--- config.mk ---
export PLATFORM = sky130hd
export DESIGN_NAME = jpeg_huffman_block_decoder_core
export DESIGN_NICKNAME = d
export VERILOG_FILES = /design/src/rtl/core/jhd_pkg.sv /design/src/rtl/core/jpeg_huffman_block_decoder_core.sv /design/src/rtl/core/jhd_tables.sv
export SDC_FILE = /design/constraint.sdc
export NUM_CORES = 2
export LEC_CHECK = 0
export ABC_CLOCK_PERIOD_IN_PS = 7800
export BUFFER_PORTS_ARGS = -buffer_cell sky130_fd_sc_hd__buf_2
export CORE_AREA = 2 2 535 537
export CTS_CLUSTER_DIAMETER = 200
export DETAILED_ROUTE_END_ITERATION = 16
export DIE_AREA = 0 0 537 539
export GPL_ROUTABILITY_DRIVEN = 0
export PLACE_DENSITY = 0.65
export SYNTH_ARGS = -nofsm -noshare
export SYNTH_HDL_FRONTEND = slang
export SYNTH_SLANG_ARGS = --single-unit
--- constraint.sdc ---
create_clock -name clk_i -period 7.8 [get_ports clk_i]
set_input_delay 0.39 -clock clk_i [delete_from_list [all_inputs] [get_ports clk_i]]
set_output_delay 0.39 -clock clk_i [all_outputs]
set_load 0.01 [all_outputs]
--- src/rtl/core/jhd_pkg.sv ---
// ----------------------------------------------------------------------------
// jhd_pkg
// Shared types, codes and constants of the JPEG Huffman block decoder.
// ----------------------------------------------------------------------------
package jhd_pkg;

  // default table sizes
  localparam int AcSymbolsDef  = 162;
  localparam int DcSymbolsDef  = 12;
  localparam int MaxCodeLenDef = 16;

  // special AC symbols and limits
  localparam logic [7:0] SymZrl    = 8'hF0;
  localparam logic [7:0] SymEob    = 8'h00;
  localparam int         NumCoefs  = 64;
  localparam int         DcSizeMax = 11;
  localparam int         AcSizeMax = 10;
  localparam int         ZrlRun    = 16;

  typedef enum logic [1:0] {
    CMD_BIT         = 2'd0,
    CMD_LOAD_COUNT  = 2'd1,
    CMD_LOAD_SYMBOL = 2'd2,
    CMD_START       = 2'd3
  } cmd_e;

  typedef enum logic [2:0] {
    ST_OK       = 3'd0,
    ST_NO_CODE  = 3'd1,
    ST_DC_SIZE  = 3'd2,
    ST_AC_SIZE  = 3'd3,
    ST_RUN_OVER = 3'd4
  } status_e;

  typedef enum logic [2:0] {
    PH_DC_SYM = 3'd0,
    PH_DC_MAG = 3'd1,
    PH_AC_SYM = 3'd2,
    PH_AC_MAG = 3'd3,
    PH_ERROR  = 3'd4
  } phase_e;

  typedef enum logic [2:0] {
    S_IDLE,
    S_COUNT,
    S_SYMBOL,
    S_MAG,
    S_ZEROS
  } state_e;

  localparam logic [5:0] ZIGZAG [NumCoefs] = '{
    6'd0,  6'd1,  6'd8,  6'd16, 6'd9,  6'd2,  6'd3,  6'd10,
    6'd17, 6'd24, 6'd32, 6'd25, 6'd18, 6'd11, 6'd4,  6'd5,
    6'd12, 6'd19, 6'd26, 6'd33, 6'd40, 6'd48, 6'd41, 6'd34,
    6'd27, 6'd20, 6'd13, 6'd6,  6'd7,  6'd14, 6'd21, 6'd28,
    6'd35, 6'd42, 6'd49, 6'd56, 6'd57, 6'd50, 6'd43, 6'd36,
    6'd29, 6'd22, 6'd15, 6'd23, 6'd30, 6'd37, 6'd44, 6'd51,
    6'd58, 6'd59, 6'd52, 6'd45, 6'd38, 6'd31, 6'd39, 6'd46,
    6'd53, 6'd60, 6'd61, 6'd54, 6'd47, 6'd55, 6'd62, 6'd63
  };

  // natural position of a zigzag position
  function automatic logic [5:0] zigzag(input logic [5:0] p);
    return ZIGZAG[p];
  endfunction

endpackage

--- src/rtl/core/jpeg_huffman_block_decoder_core.sv ---
// ----------------------------------------------------------------------------
// jpeg_huffman_block_decoder_core
// Baseline JPEG entropy decoder, one scan bit per input beat.
// ----------------------------------------------------------------------------
// Each input beat carries one command. Table loads and scan starts are taken
// in the idle state. A Huffman code bit is accepted, then checked against the
// count read from the count memory; the bit that completes a code adds a
// symbol memory read, and the last magnitude bit passes the magnitude state.
// Results leave one per cycle through an output register while the receiver
// is ready; zero runs and end-of-block bursts emit one zero coefficient per
// cycle, only while it is ready, and hold off input until the burst is out.
// Tables are read only on bit beats or outside idle, so no read and write
// overlap on either memory. Table contents are undefined until loaded.
module jpeg_huffman_block_decoder_core import jhd_pkg::*; #(
  parameter int AC_SYMBOLS      = AcSymbolsDef,
  parameter int DC_SYMBOLS      = DcSymbolsDef,
  parameter int MAX_CODE_LENGTH = MaxCodeLenDef
) (
  input  logic               clk_i,
  input  logic               rst_ni,
  input  logic               in_valid_i,
  output logic               in_ready_o,
  input  logic [1:0]         command_i,
  input  logic               entropy_bit_i,
  input  logic               table_id_i,
  input  logic               table_is_ac_i,
  input  logic [7:0]         load_position_i,
  input  logic [7:0]         load_value_i,
  input  logic [1:0]         predictor_select_i,
  output logic               out_valid_o,
  input  logic               out_ready_i,
  output logic [5:0]         coef_index_o,
  output logic signed [15:0] coef_value_o,
  output logic               block_last_o,
  output logic [2:0]         status_o
);

  localparam int CntDepth = 4 * MAX_CODE_LENGTH;
  localparam int Spp      = DC_SYMBOLS + AC_SYMBOLS;
  localparam int SymDepth = 2 * Spp;
  localparam int Caw      = $clog2(CntDepth);
  localparam int Saw      = $clog2(SymDepth);

  state_e state_q, state_d;
  phase_e phase_q, phase_d;
  logic [15:0] code_accum_q, code_accum_d;
  logic [16:0] first_code_q, first_code_d;
  logic [7:0]  first_index_q, first_index_d;
  logic [4:0]  code_length_q, code_length_d;
  logic [10:0] mag_q, mag_d;
  logic [3:0]  bits_left_q, bits_left_d;
  logic [6:0]  pos_q, pos_d;
  logic [6:0]  run_cnt_q, run_cnt_d;
  logic [1:0]  pred_sel_q, pred_sel_d;
  logic        tbl_q, tbl_d;
  logic        bit_rdy;
  logic signed [15:0] pred_q [3];
  logic signed [15:0] pred_d [3];

  logic              out_valid_q, out_valid_d;
  logic [5:0]        out_index_q, out_index_d;
  logic signed [15:0] out_value_q, out_value_d;
  logic              out_last_q, out_last_d;
  status_e           out_status_q, out_status_d;

  logic       accept, can_emit;
  cmd_e       cmd;
  logic       cnt_we, sym_we, cnt_re, sym_re;
  logic [Caw-1:0] cnt_waddr, cnt_raddr;
  logic [Saw-1:0] sym_waddr, sym_raddr;
  logic [7:0] cnt_rdata, sym_rdata;

  // symbol search and symbol decode
  logic        ph_ac, ph_sym;
  logic [16:0] diff;
  logic [8:0]  idx;
  logic        match, no_code;
  logic [8:0]  fi_sum;
  logic [18:0] fc_sum;
  logic        dc_bad, ac_zrl, ac_eob, run_over, ac_bad, sym_err;
  logic [4:0]  run;
  logic [3:0]  size;
  logic [6:0]  burst;
  logic [3:0]  ext_s;
  logic signed [11:0] ext_v;
  logic signed [16:0] dc_sum;
  logic signed [15:0] dc_sat;

  assign cmd        = cmd_e'(command_i);
  assign in_ready_o = (state_q == S_IDLE);
  assign accept     = in_valid_i && in_ready_o;
  assign can_emit   = !out_valid_q || out_ready_i;
  assign ph_ac      = (phase_q == PH_AC_SYM);
  assign ph_sym     = (phase_q == PH_DC_SYM) || ph_ac;

  // table write and read addressing
  assign cnt_we    = accept && (cmd == CMD_LOAD_COUNT) &&
                     (int'(load_position_i) < MAX_CODE_LENGTH);
  assign cnt_waddr = Caw'((2 * int'(table_id_i) + int'(table_is_ac_i)) * MAX_CODE_LENGTH
                          + int'(load_position_i));
  assign sym_we    = accept && (cmd == CMD_LOAD_SYMBOL) &&
                     (int'(load_position_i) < (table_is_ac_i ? AC_SYMBOLS : DC_SYMBOLS));
  assign sym_waddr = Saw'(int'(table_id_i) * Spp + (table_is_ac_i ? DC_SYMBOLS : 0)
                          + int'(load_position_i));
  assign cnt_re    = accept && (cmd == CMD_BIT) && ph_sym;
  assign cnt_raddr = Caw'((2 * int'(table_id_i) + int'(ph_ac)) * MAX_CODE_LENGTH
                          + int'(code_length_q));

  // canonical code check against the count just read
  always_comb begin
    diff    = {1'b0, code_accum_q} - first_code_q;
    idx     = {1'b0, first_index_q} + diff[8:0];
    match   = ({1'b0, code_accum_q} >= first_code_q) && (diff < {9'd0, cnt_rdata}) &&
              (int'(idx) < (ph_ac ? AC_SYMBOLS : DC_SYMBOLS));
    no_code = !match && (int'(code_length_q) >= MAX_CODE_LENGTH);
    fi_sum  = {1'b0, first_index_q} + {1'b0, cnt_rdata};
    fc_sum  = {1'b0, first_code_q + {9'd0, cnt_rdata}, 1'b0};
  end

  assign sym_re    = (state_q == S_COUNT) && match;
  assign sym_raddr = Saw'(int'(tbl_q) * Spp + (ph_ac ? DC_SYMBOLS : 0) + int'(idx));

  // symbol classification
  always_comb begin
    ac_zrl   = (sym_rdata == SymZrl);
    ac_eob   = (sym_rdata == SymEob);
    run      = ac_zrl ? 5'(ZrlRun) : {1'b0, sym_rdata[7:4]};
    size     = sym_rdata[3:0];
    dc_bad   = int'(sym_rdata) > DcSizeMax;
    run_over = (int'(pos_q) + int'(run)) >= NumCoefs;
    ac_bad   = !ac_zrl && (int'(size) > AcSizeMax);
    sym_err  = ph_ac ? (!ac_eob && (run_over || ac_bad)) : dc_bad;
    if (ac_eob) begin
      burst = 7'(NumCoefs - int'(pos_q));
    end else begin
      burst = {2'b0, run} + 7'((size == 4'd0) && !ac_zrl);
    end
  end

  // magnitude sign extension and predictor sum
  always_comb begin
    ext_s = (int'(code_length_q) > DcSizeMax) ? 4'(DcSizeMax) : code_length_q[3:0];
    if (ext_s == 4'd0) begin
      ext_v = '0;
    end else if (mag_q[ext_s - 4'd1]) begin
      ext_v = signed'({1'b0, mag_q});
    end else begin
      ext_v = signed'({1'b0, mag_q}) - signed'((12'd1 << ext_s) - 12'd1);
    end
    dc_sum = 17'(pred_q[pred_sel_q]) +
             ((state_q == S_MAG) ? 17'(ext_v) : 17'sd0);
    if (dc_sum > 17'sd32767) begin
      dc_sat = 16'sh7fff;
    end else if (dc_sum < -17'sd32768) begin
      dc_sat = -16'sh8000;
    end else begin
      dc_sat = dc_sum[15:0];
    end
  end

  // next state
  always_comb begin
    state_d = state_q;
    unique case (state_q)
      S_IDLE: begin
        if (accept && cmd == CMD_BIT) begin
          if (ph_sym) begin
            state_d = S_COUNT;
          end else if (bit_rdy) begin
            state_d = S_MAG;
          end
        end
      end
      S_COUNT: begin
        if (match) begin
          state_d = S_SYMBOL;
        end else if (!no_code || can_emit) begin
          state_d = S_IDLE;
        end
      end
      S_SYMBOL: begin
        if (can_emit || (ph_ac && !sym_err)) begin
          state_d = (ph_ac && !sym_err && burst != 7'd0) ? S_ZEROS : S_IDLE;
        end
      end
      S_MAG: begin
        if (can_emit) begin
          state_d = S_IDLE;
        end
      end
      S_ZEROS: begin
        if (can_emit && run_cnt_q == 7'd1) begin
          state_d = S_IDLE;
        end
      end
      default: state_d = S_IDLE;
    endcase
  end

  assign bit_rdy = (phase_q == PH_DC_MAG || phase_q == PH_AC_MAG) && (bits_left_q <= 4'd1);

  // datapath and result register
  always_comb begin
    logic emit;
    logic [5:0] p;
    emit          = 1'b0;
    p             = pos_q[5:0];
    phase_d       = phase_q;
    code_accum_d  = code_accum_q;
    first_code_d  = first_code_q;
    first_index_d = first_index_q;
    code_length_d = code_length_q;
    mag_d         = mag_q;
    bits_left_d   = bits_left_q;
    pos_d         = pos_q;
    run_cnt_d     = run_cnt_q;
    pred_sel_d    = pred_sel_q;
    tbl_d         = tbl_q;
    pred_d        = pred_q;
    out_index_d   = out_index_q;
    out_value_d   = out_value_q;
    out_last_d    = out_last_q;
    out_status_d  = out_status_q;

    unique case (state_q)
      S_IDLE: begin
        if (accept && cmd == CMD_START) begin
          pred_d        = '{default: '0};
          code_accum_d  = '0;
          first_code_d  = '0;
          first_index_d = '0;
          code_length_d = '0;
          phase_d       = PH_DC_SYM;
          mag_d         = '0;
          bits_left_d   = '0;
          pos_d         = '0;
          pred_sel_d    = '0;
        end else if (accept && cmd == CMD_BIT) begin
          tbl_d = table_id_i;
          if (ph_sym) begin
            if (!ph_ac && code_length_q == 5'd0) begin
              pred_sel_d = (predictor_select_i > 2'd2) ? 2'd2 : predictor_select_i;
            end
            code_accum_d  = {code_accum_q[14:0], entropy_bit_i};
            code_length_d = code_length_q + 5'd1;
          end else if (phase_q != PH_ERROR) begin
            mag_d       = {mag_q[9:0], entropy_bit_i};
            bits_left_d = (bits_left_q != 4'd0) ? bits_left_q - 4'd1 : 4'd0;
          end
        end
      end
      S_COUNT: begin
        if (match) begin
          code_accum_d  = '0;
          first_code_d  = '0;
          first_index_d = '0;
          code_length_d = '0;
        end else if (no_code) begin
          if (can_emit) begin
            emit          = 1'b1;
            out_index_d   = '0;
            out_value_d   = '0;
            out_last_d    = 1'b1;
            out_status_d  = ST_NO_CODE;
            phase_d       = PH_ERROR;
            code_accum_d  = '0;
            first_code_d  = '0;
            first_index_d = '0;
            code_length_d = '0;
          end
        end else begin
          first_index_d = fi_sum[8] ? 8'hff : fi_sum[7:0];
          first_code_d  = (fc_sum > 19'h1ffff) ? 17'h1ffff : fc_sum[16:0];
        end
      end
      S_SYMBOL: begin
        if (sym_err) begin
          if (can_emit) begin
            emit         = 1'b1;
            out_index_d  = '0;
            out_value_d  = '0;
            out_last_d   = 1'b1;
            out_status_d = !ph_ac ? ST_DC_SIZE : (run_over ? ST_RUN_OVER : ST_AC_SIZE);
            phase_d      = PH_ERROR;
          end
        end else if (!ph_ac) begin
          if (sym_rdata == 8'd0) begin
            // zero-size DC: predictor value as it stands
            if (can_emit) begin
              emit         = 1'b1;
              pred_d[pred_sel_q] = dc_sat;
              out_index_d  = zigzag(6'd0);
              out_value_d  = dc_sat;
              out_last_d   = 1'b0;
              out_status_d = ST_OK;
              pos_d        = 7'd1;
              phase_d      = PH_AC_SYM;
            end
          end else if (can_emit) begin
            phase_d       = PH_DC_MAG;
            code_length_d = sym_rdata[4:0];
            bits_left_d   = sym_rdata[3:0];
            mag_d         = '0;
          end
        end else begin
          run_cnt_d = burst;
          if (!ac_eob && !ac_zrl && size != 4'd0) begin
            phase_d       = PH_AC_MAG;
            code_length_d = {1'b0, size};
            bits_left_d   = size;
            mag_d         = '0;
          end
        end
      end
      S_MAG: begin
        if (can_emit) begin
          emit          = 1'b1;
          code_length_d = '0;
          mag_d         = '0;
          out_status_d  = ST_OK;
          if (phase_q == PH_DC_MAG) begin
            pred_d[pred_sel_q] = dc_sat;
            out_index_d = zigzag(6'd0);
            out_value_d = dc_sat;
            out_last_d  = 1'b0;
            pos_d       = 7'd1;
            phase_d     = PH_AC_SYM;
          end else begin
            out_index_d = zigzag(p);
            out_value_d = 16'(ext_v);
            out_last_d  = (p == 6'd63);
            pos_d       = (p == 6'd63) ? 7'd0 : pos_q + 7'd1;
            phase_d     = (p == 6'd63) ? PH_DC_SYM : PH_AC_SYM;
          end
        end
      end
      S_ZEROS: begin
        // one zero coefficient per beat while the receiver is ready; wrap ends the block
        if (can_emit) begin
          emit         = 1'b1;
          out_index_d  = zigzag(p);
          out_value_d  = '0;
          out_last_d   = (p == 6'd63);
          out_status_d = ST_OK;
          run_cnt_d    = run_cnt_q - 7'd1;
          if (p == 6'd63) begin
            pos_d   = '0;
            phase_d = PH_DC_SYM;
          end else begin
            pos_d = pos_q + 7'd1;
          end
        end
      end
      default: ;
    endcase

    out_valid_d = emit ? 1'b1 : (out_ready_i ? 1'b0 : out_valid_q);
  end

  // control registers
  always_ff @(posedge clk_i or negedge rst_ni) begin
    if (!rst_ni) begin
      state_q       <= S_IDLE;
      phase_q       <= PH_DC_SYM;
      code_accum_q  <= '0;
      first_code_q  <= '0;
      first_index_q <= '0;
      code_length_q <= '0;
      mag_q         <= '0;
      bits_left_q   <= '0;
      pos_q         <= '0;
      run_cnt_q     <= '0;
      pred_sel_q    <= '0;
      pred_q        <= '{default: '0};
      out_valid_q   <= 1'b0;
    end else begin
      state_q       <= state_d;
      phase_q       <= phase_d;
      code_accum_q  <= code_accum_d;
      first_code_q  <= first_code_d;
      first_index_q <= first_index_d;
      code_length_q <= code_length_d;
      mag_q         <= mag_d;
      bits_left_q   <= bits_left_d;
      pos_q         <= pos_d;
      run_cnt_q     <= run_cnt_d;
      pred_sel_q    <= pred_sel_d;
      pred_q        <= pred_d;
      out_valid_q   <= out_valid_d;
    end
  end

  // payload registers
  always_ff @(posedge clk_i) begin
    tbl_q        <= tbl_d;
    out_index_q  <= out_index_d;
    out_value_q  <= out_value_d;
    out_last_q   <= out_last_d;
    out_status_q <= out_status_d;
  end

  jhd_tables #(
    .CNT_DEPTH(CntDepth),
    .SYM_DEPTH(SymDepth)
  ) u_tables (
    .clk_i       (clk_i),
    .wdata_i     (load_value_i),
    .cnt_we_i    (cnt_we),
    .cnt_waddr_i (cnt_waddr),
    .cnt_re_i    (cnt_re),
    .cnt_raddr_i (cnt_raddr),
    .cnt_rdata_o (cnt_rdata),
    .sym_we_i    (sym_we),
    .sym_waddr_i (sym_waddr),
    .sym_re_i    (sym_re),
    .sym_raddr_i (sym_raddr),
    .sym_rdata_o (sym_rdata)
  );

  assign out_valid_o  = out_valid_q;
  assign coef_index_o = out_index_q;
  assign coef_value_o = out_value_q;
  assign block_last_o = out_last_q;
  assign status_o     = out_status_q;

  // error beats carry no coefficient and close the block
  a_err_beat: assert property (@(posedge clk_i) disable iff (!rst_ni)
    out_valid_o && status_o != ST_OK |-> block_last_o && coef_value_o == 16'sd0 &&
    coef_index_o == 6'd0)
    else $error("error beat with coefficient payload");

  // block position stays inside the block
  a_pos_range: assert property (@(posedge clk_i) disable iff (!rst_ni)
    pos_q < 7'(NumCoefs))
    else $error("coefficient position out of range");

  // a zero burst always has zeros left to send
  a_burst_cnt: assert property (@(posedge clk_i) disable iff (!rst_ni)
    state_q == S_ZEROS |-> run_cnt_q != 7'd0)
    else $error("empty zero burst");

  // tables are never written while a read is in flight
  a_no_overlap: assert property (@(posedge clk_i) disable iff (!rst_ni)
    (cnt_we || sym_we) |-> state_q == S_IDLE && !sym_re)
    else $error("table write during table read");

endmodule

--- src/rtl/core/jhd_tables.sv ---
// ----------------------------------------------------------------------------
// jhd_tables
// Huffman count memory and symbol memory, one write and one registered read
// port each.
// ----------------------------------------------------------------------------
module jhd_tables import jhd_pkg::*; #(
  parameter int CNT_DEPTH = 4 * MaxCodeLenDef,
  parameter int SYM_DEPTH = 2 * (DcSymbolsDef + AcSymbolsDef)
) (
  input  logic                         clk_i,
  input  logic [7:0]                   wdata_i,
  input  logic                         cnt_we_i,
  input  logic [$clog2(CNT_DEPTH)-1:0] cnt_waddr_i,
  input  logic                         cnt_re_i,
  input  logic [$clog2(CNT_DEPTH)-1:0] cnt_raddr_i,
  output logic [7:0]                   cnt_rdata_o,
  input  logic                         sym_we_i,
  input  logic [$clog2(SYM_DEPTH)-1:0] sym_waddr_i,
  input  logic                         sym_re_i,
  input  logic [$clog2(SYM_DEPTH)-1:0] sym_raddr_i,
  output logic [7:0]                   sym_rdata_o
);

  logic [7:0] cnt_mem [CNT_DEPTH];
  logic [7:0] sym_mem [SYM_DEPTH];

  // count memory
  always_ff @(posedge clk_i) begin
    if (cnt_we_i) begin
      cnt_mem[cnt_waddr_i] <= wdata_i;
    end
    if (cnt_re_i) begin
      cnt_rdata_o <= cnt_mem[cnt_raddr_i];
    end
  end

  // symbol memory
  always_ff @(posedge clk_i) begin
    if (sym_we_i) begin
      sym_mem[sym_waddr_i] <= wdata_i;
    end
    if (sym_re_i) begin
      sym_rdata_o <= sym_mem[sym_raddr_i];
    end
  end

endmodule

==> impl_metrics.csv <==
group,metric,value,unit
flow_run,cap_violations,0,
grt,grt_overflow_total,0,
route,wl,349,mm
floorplan,initial_core_util,49.8,%
synthesis,synth_seq_area_share,73.3,%
synthesis,syn-num-nets,7178,
grt,grt_usage,24.1,%
synthesis,synth_cell_type_count,87,
min_path,hold_path_class,"primary input to async pin",
timing,relSlewSlack,13.1,%
timing,finClkSkew,76.7,ps
timing,fin_hold_ws,47.3,ps
route,drt_iter0_markers,8740,
floorplan,std_cell_rows,196,
synthesis,synthTopCellsByArea,"edfxtp_1, mux4_2, dfrtp_1, nor2_1, ha_1",
placed_design,numPortBuffers,54,
floorplan,die_y,539,um
timing,finalSetupViolCount,0,
worst_setup_path,critPathKind,"register to register",
clock_tree,clk_pin_slew,60,ps
floorplan,io_pins,55,
route,vias_per_cell,6.31,
floorplan,dieArea,289000,um2
finish,syn_to_final_growth,11.7,%
placed_design,dpl_cell_area,146000,um2
clock_tree,cts-root-buf,"clkbuf_16",
floorplan,core,284000,um2
timing,tightest_slew,1300,ps
clock_tree,cts_tree,"built",
timing,tns,0,ps
worst_setup_path,cp_data_required_time,8500,ps
worst_setup_path,rr_worst_depth,24,
clock_tree,cts.sinks,3471,
route,dr.pass1.iters,5,
synthesis,synth_top_area_share,70.9,%
timing,max_freq,154,MHz
timing,finalCriticalPeriod,6510,ps
route,vias,71062,
worst_setup_path,cp.arrival,7220,ps
clock_tree,numCtsBuffers,358,
clock_tree,max-clock-path-buffers,4,
placed_design,hpwl,213,mm
worst_setup_path,reg2reg_slack,1290,ps
route,wl_per_cell,31.0,um
grt,grt_max_degree,200,
finish,final_layout_size_suffix_gt1_share,24.1,%
synthesis,ys_seq_elements,3471,
synthesis,yosys_most_used_dff,"edfxtp_1",
worst_setup_path,path_max_fanout,19,
finish,nets,7374,
synthesis,synth-edff-count,3339,
grt,grt_pass1_vias,70838,
timing,slew_viol_final,0,
route,postRouteAntennaNets,0,
synthesis,syn_area_per_cell,20.2,um2
clock_tree,cts_htree_levels,5,
synthesis,synth_cells,7001,
synthesis,yosys_warnings,0,
synthesis,netlist_area,141000,um2
route,drc_errors,0,
worst_setup_path,timing.rr.start,"code_length_q[3]",
worst_setup_path,r2r_end,"coef_value_o[2]",
timing,finalHoldViolCount,0,
worst_setup_path,end_kind,"register",
floorplan,die_x,537,um
synthesis,synth_top_cell_by_area,"edfxtp_1",
timing,period_share,83.5,%
synthesis,async_flop_share,3.80,%
finish,post-route-cell-area,158000,um2
grt,antenna_found_initial,12,
timing,grt_setup_unrepaired,"no",
grt,grt_first_pass_wirelength,508,mm
clock_tree,insertion_delay,940,ps
worst_setup_path,worstSetupStartpointType,"register",
outcome,status,"completed",
-- critical path: stages, from the launching register on --
cell	delay, ps
dfrtp_2	480
or3_1	400
nor3_2	120
buf_4	260
inv_1	110
ha_1	200
ha_1	210
a21o_1	160
a21oi_1	230
o21bai_1	120
a2111o_1	450
a31o_2	250
a21oi_1	190
xnor2_1	80
mux2i_1	340
nor3_1	100
ha_1	380
nand2b_1	130
o21ai_0	100
a311o_1	420
a21oi_1	290
a2111oi_2	90
a21oi_2	650
o21ai_0	350
o221ai_1	240
-- what timing repair did --
action,in CTS,in global routing
hold endpoints to repair,205,0
gates resized for setup,0,0
setup buffers,0,0
hold buffers,10,0
-- layout by cell type, fill, tap and decap left out, types with 49 or more instances in the layout --
cell type  synthesis  routed
xnor2_1           58      54
nor2_1           580     576
a21oi_1          125     125
mux2i_1          124     124
mux4_2          1012    1012
o21ai_0          132     132
clkbuf_1         208      73
nand3_1           53      49
dfrtp_1          132     128
inv_1             98      96
clkinv_2           0      76
nor3_1            76      74
clkbuf_16          0     363
a22o_1            66      66
buf_4             44     115
ha_1             137     134
edfxtp_1        3339    3339
clkinv_1           3      75
nand2_1          223     211
-- stage by stage --
stage	setup WS (ps)	std cells	util (%)
2_1_floorplan	1760	7001	-
3_3_place_gp	1270	10589	51.6
5_1_grt	934	11251	55.6
4_1_cts	1310	11250	55.6
6_report	1290	11255	55.6
3_5_place_dp	1300	10589	51.6
-- sequential cells by signal (all words and copies together), names as in the netlist, 8 cells and up --
register              count
coef_value_o             16
code_accum_q             16
u_tables.cnt_mem        512
u_tables.cnt_rdata_o      8
u_tables.sym_rdata_o      8
u_tables.sym_mem       2784
mag_q                    11
first_code_q             17
pred_q                   48
first_index_q             8
-- layout make-up --
class	count	area [um2]
Tap cell	3762	4710
Clock buffer	439	9400
Fill cell	21055	126000
Timing Repair Buffer	212	1980
Sequential cell	3471	104000
Clock inverter	212	1980
Antenna cell	5	12.5
Inverter	103	387
Multi-Input combinational cell	3051	35900
-- per-layer routing --
| metal | GRT usage, % | up-vias | wire, um |
|---|---|---|---|
| met1 | 35.1 | 37996 | 143000 |
| li1 | - | 29350 | - |
| met5 | 0 | - | 41 |
| met2 | 38.2 | 3176 | 169000 |
| met3 | 3.69 | 534 | 26700 |
| met4 | 6.93 | 6 | 10700 |
-- worst max path at each step --
| stage | from | end | slack, ps |
|---|---|---|---|
| finish | code_length_q[3] | coef_value_o[2] | 1290 |
| global route | code_length_q[3] | coef_value_o[2] | 930 |
| CTS | code_accum_q[0] | u_tables.sym_rdata_o[0] | 1310 |
| detailed placement | code_accum_q[0] | u_tables.sym_rdata_o[7] | 1300 |
| global placement | code_accum_q[0] | u_tables.sym_rdata_o[7] | 1270 |
| floorplan | code_length_q[0] | coef_value_o[13] | 1760 |
-- synth_stat cells (23+ instances only) --
master / count
a211oi_1: 47
a21o_1: 34
a21oi_1: 125
a221oi_1: 31
a22o_1: 66
buf_1: 25
buf_2: 85
buf_4: 44
clkbuf_1: 208
dfrtp_1: 132
edfxtp_1: 3339
ha_1: 137
inv_1: 98
mux2i_1: 124
mux4_2: 1012
nand2_1: 223
nand2b_1: 28
nand3_1: 53
nor2_1: 580
nor2b_1: 25
nor3_1: 76
o21ai_0: 132
xnor2_1: 58
xor2_1: 23
-- cells by family (layout without fill, tap and decap cells) --
family	after synthesis	in the layout	share of synthesized area (%)
DFF	3471	3471	73.3
adders and majority gates	150	150	1.40
muxes	1148	1148	17.1
buffers and inverters	479	966	1.54
and+or+nand+nor	1063	1063	3.22
AOI/OAI and AO/OA	608	608	2.95
xor gates and xnor gates	82	82	0.513
other	0	5	0
Power is not shown: default switching activity piles up to over one toggle a cycle in this logic, so the estimate is an artifact.
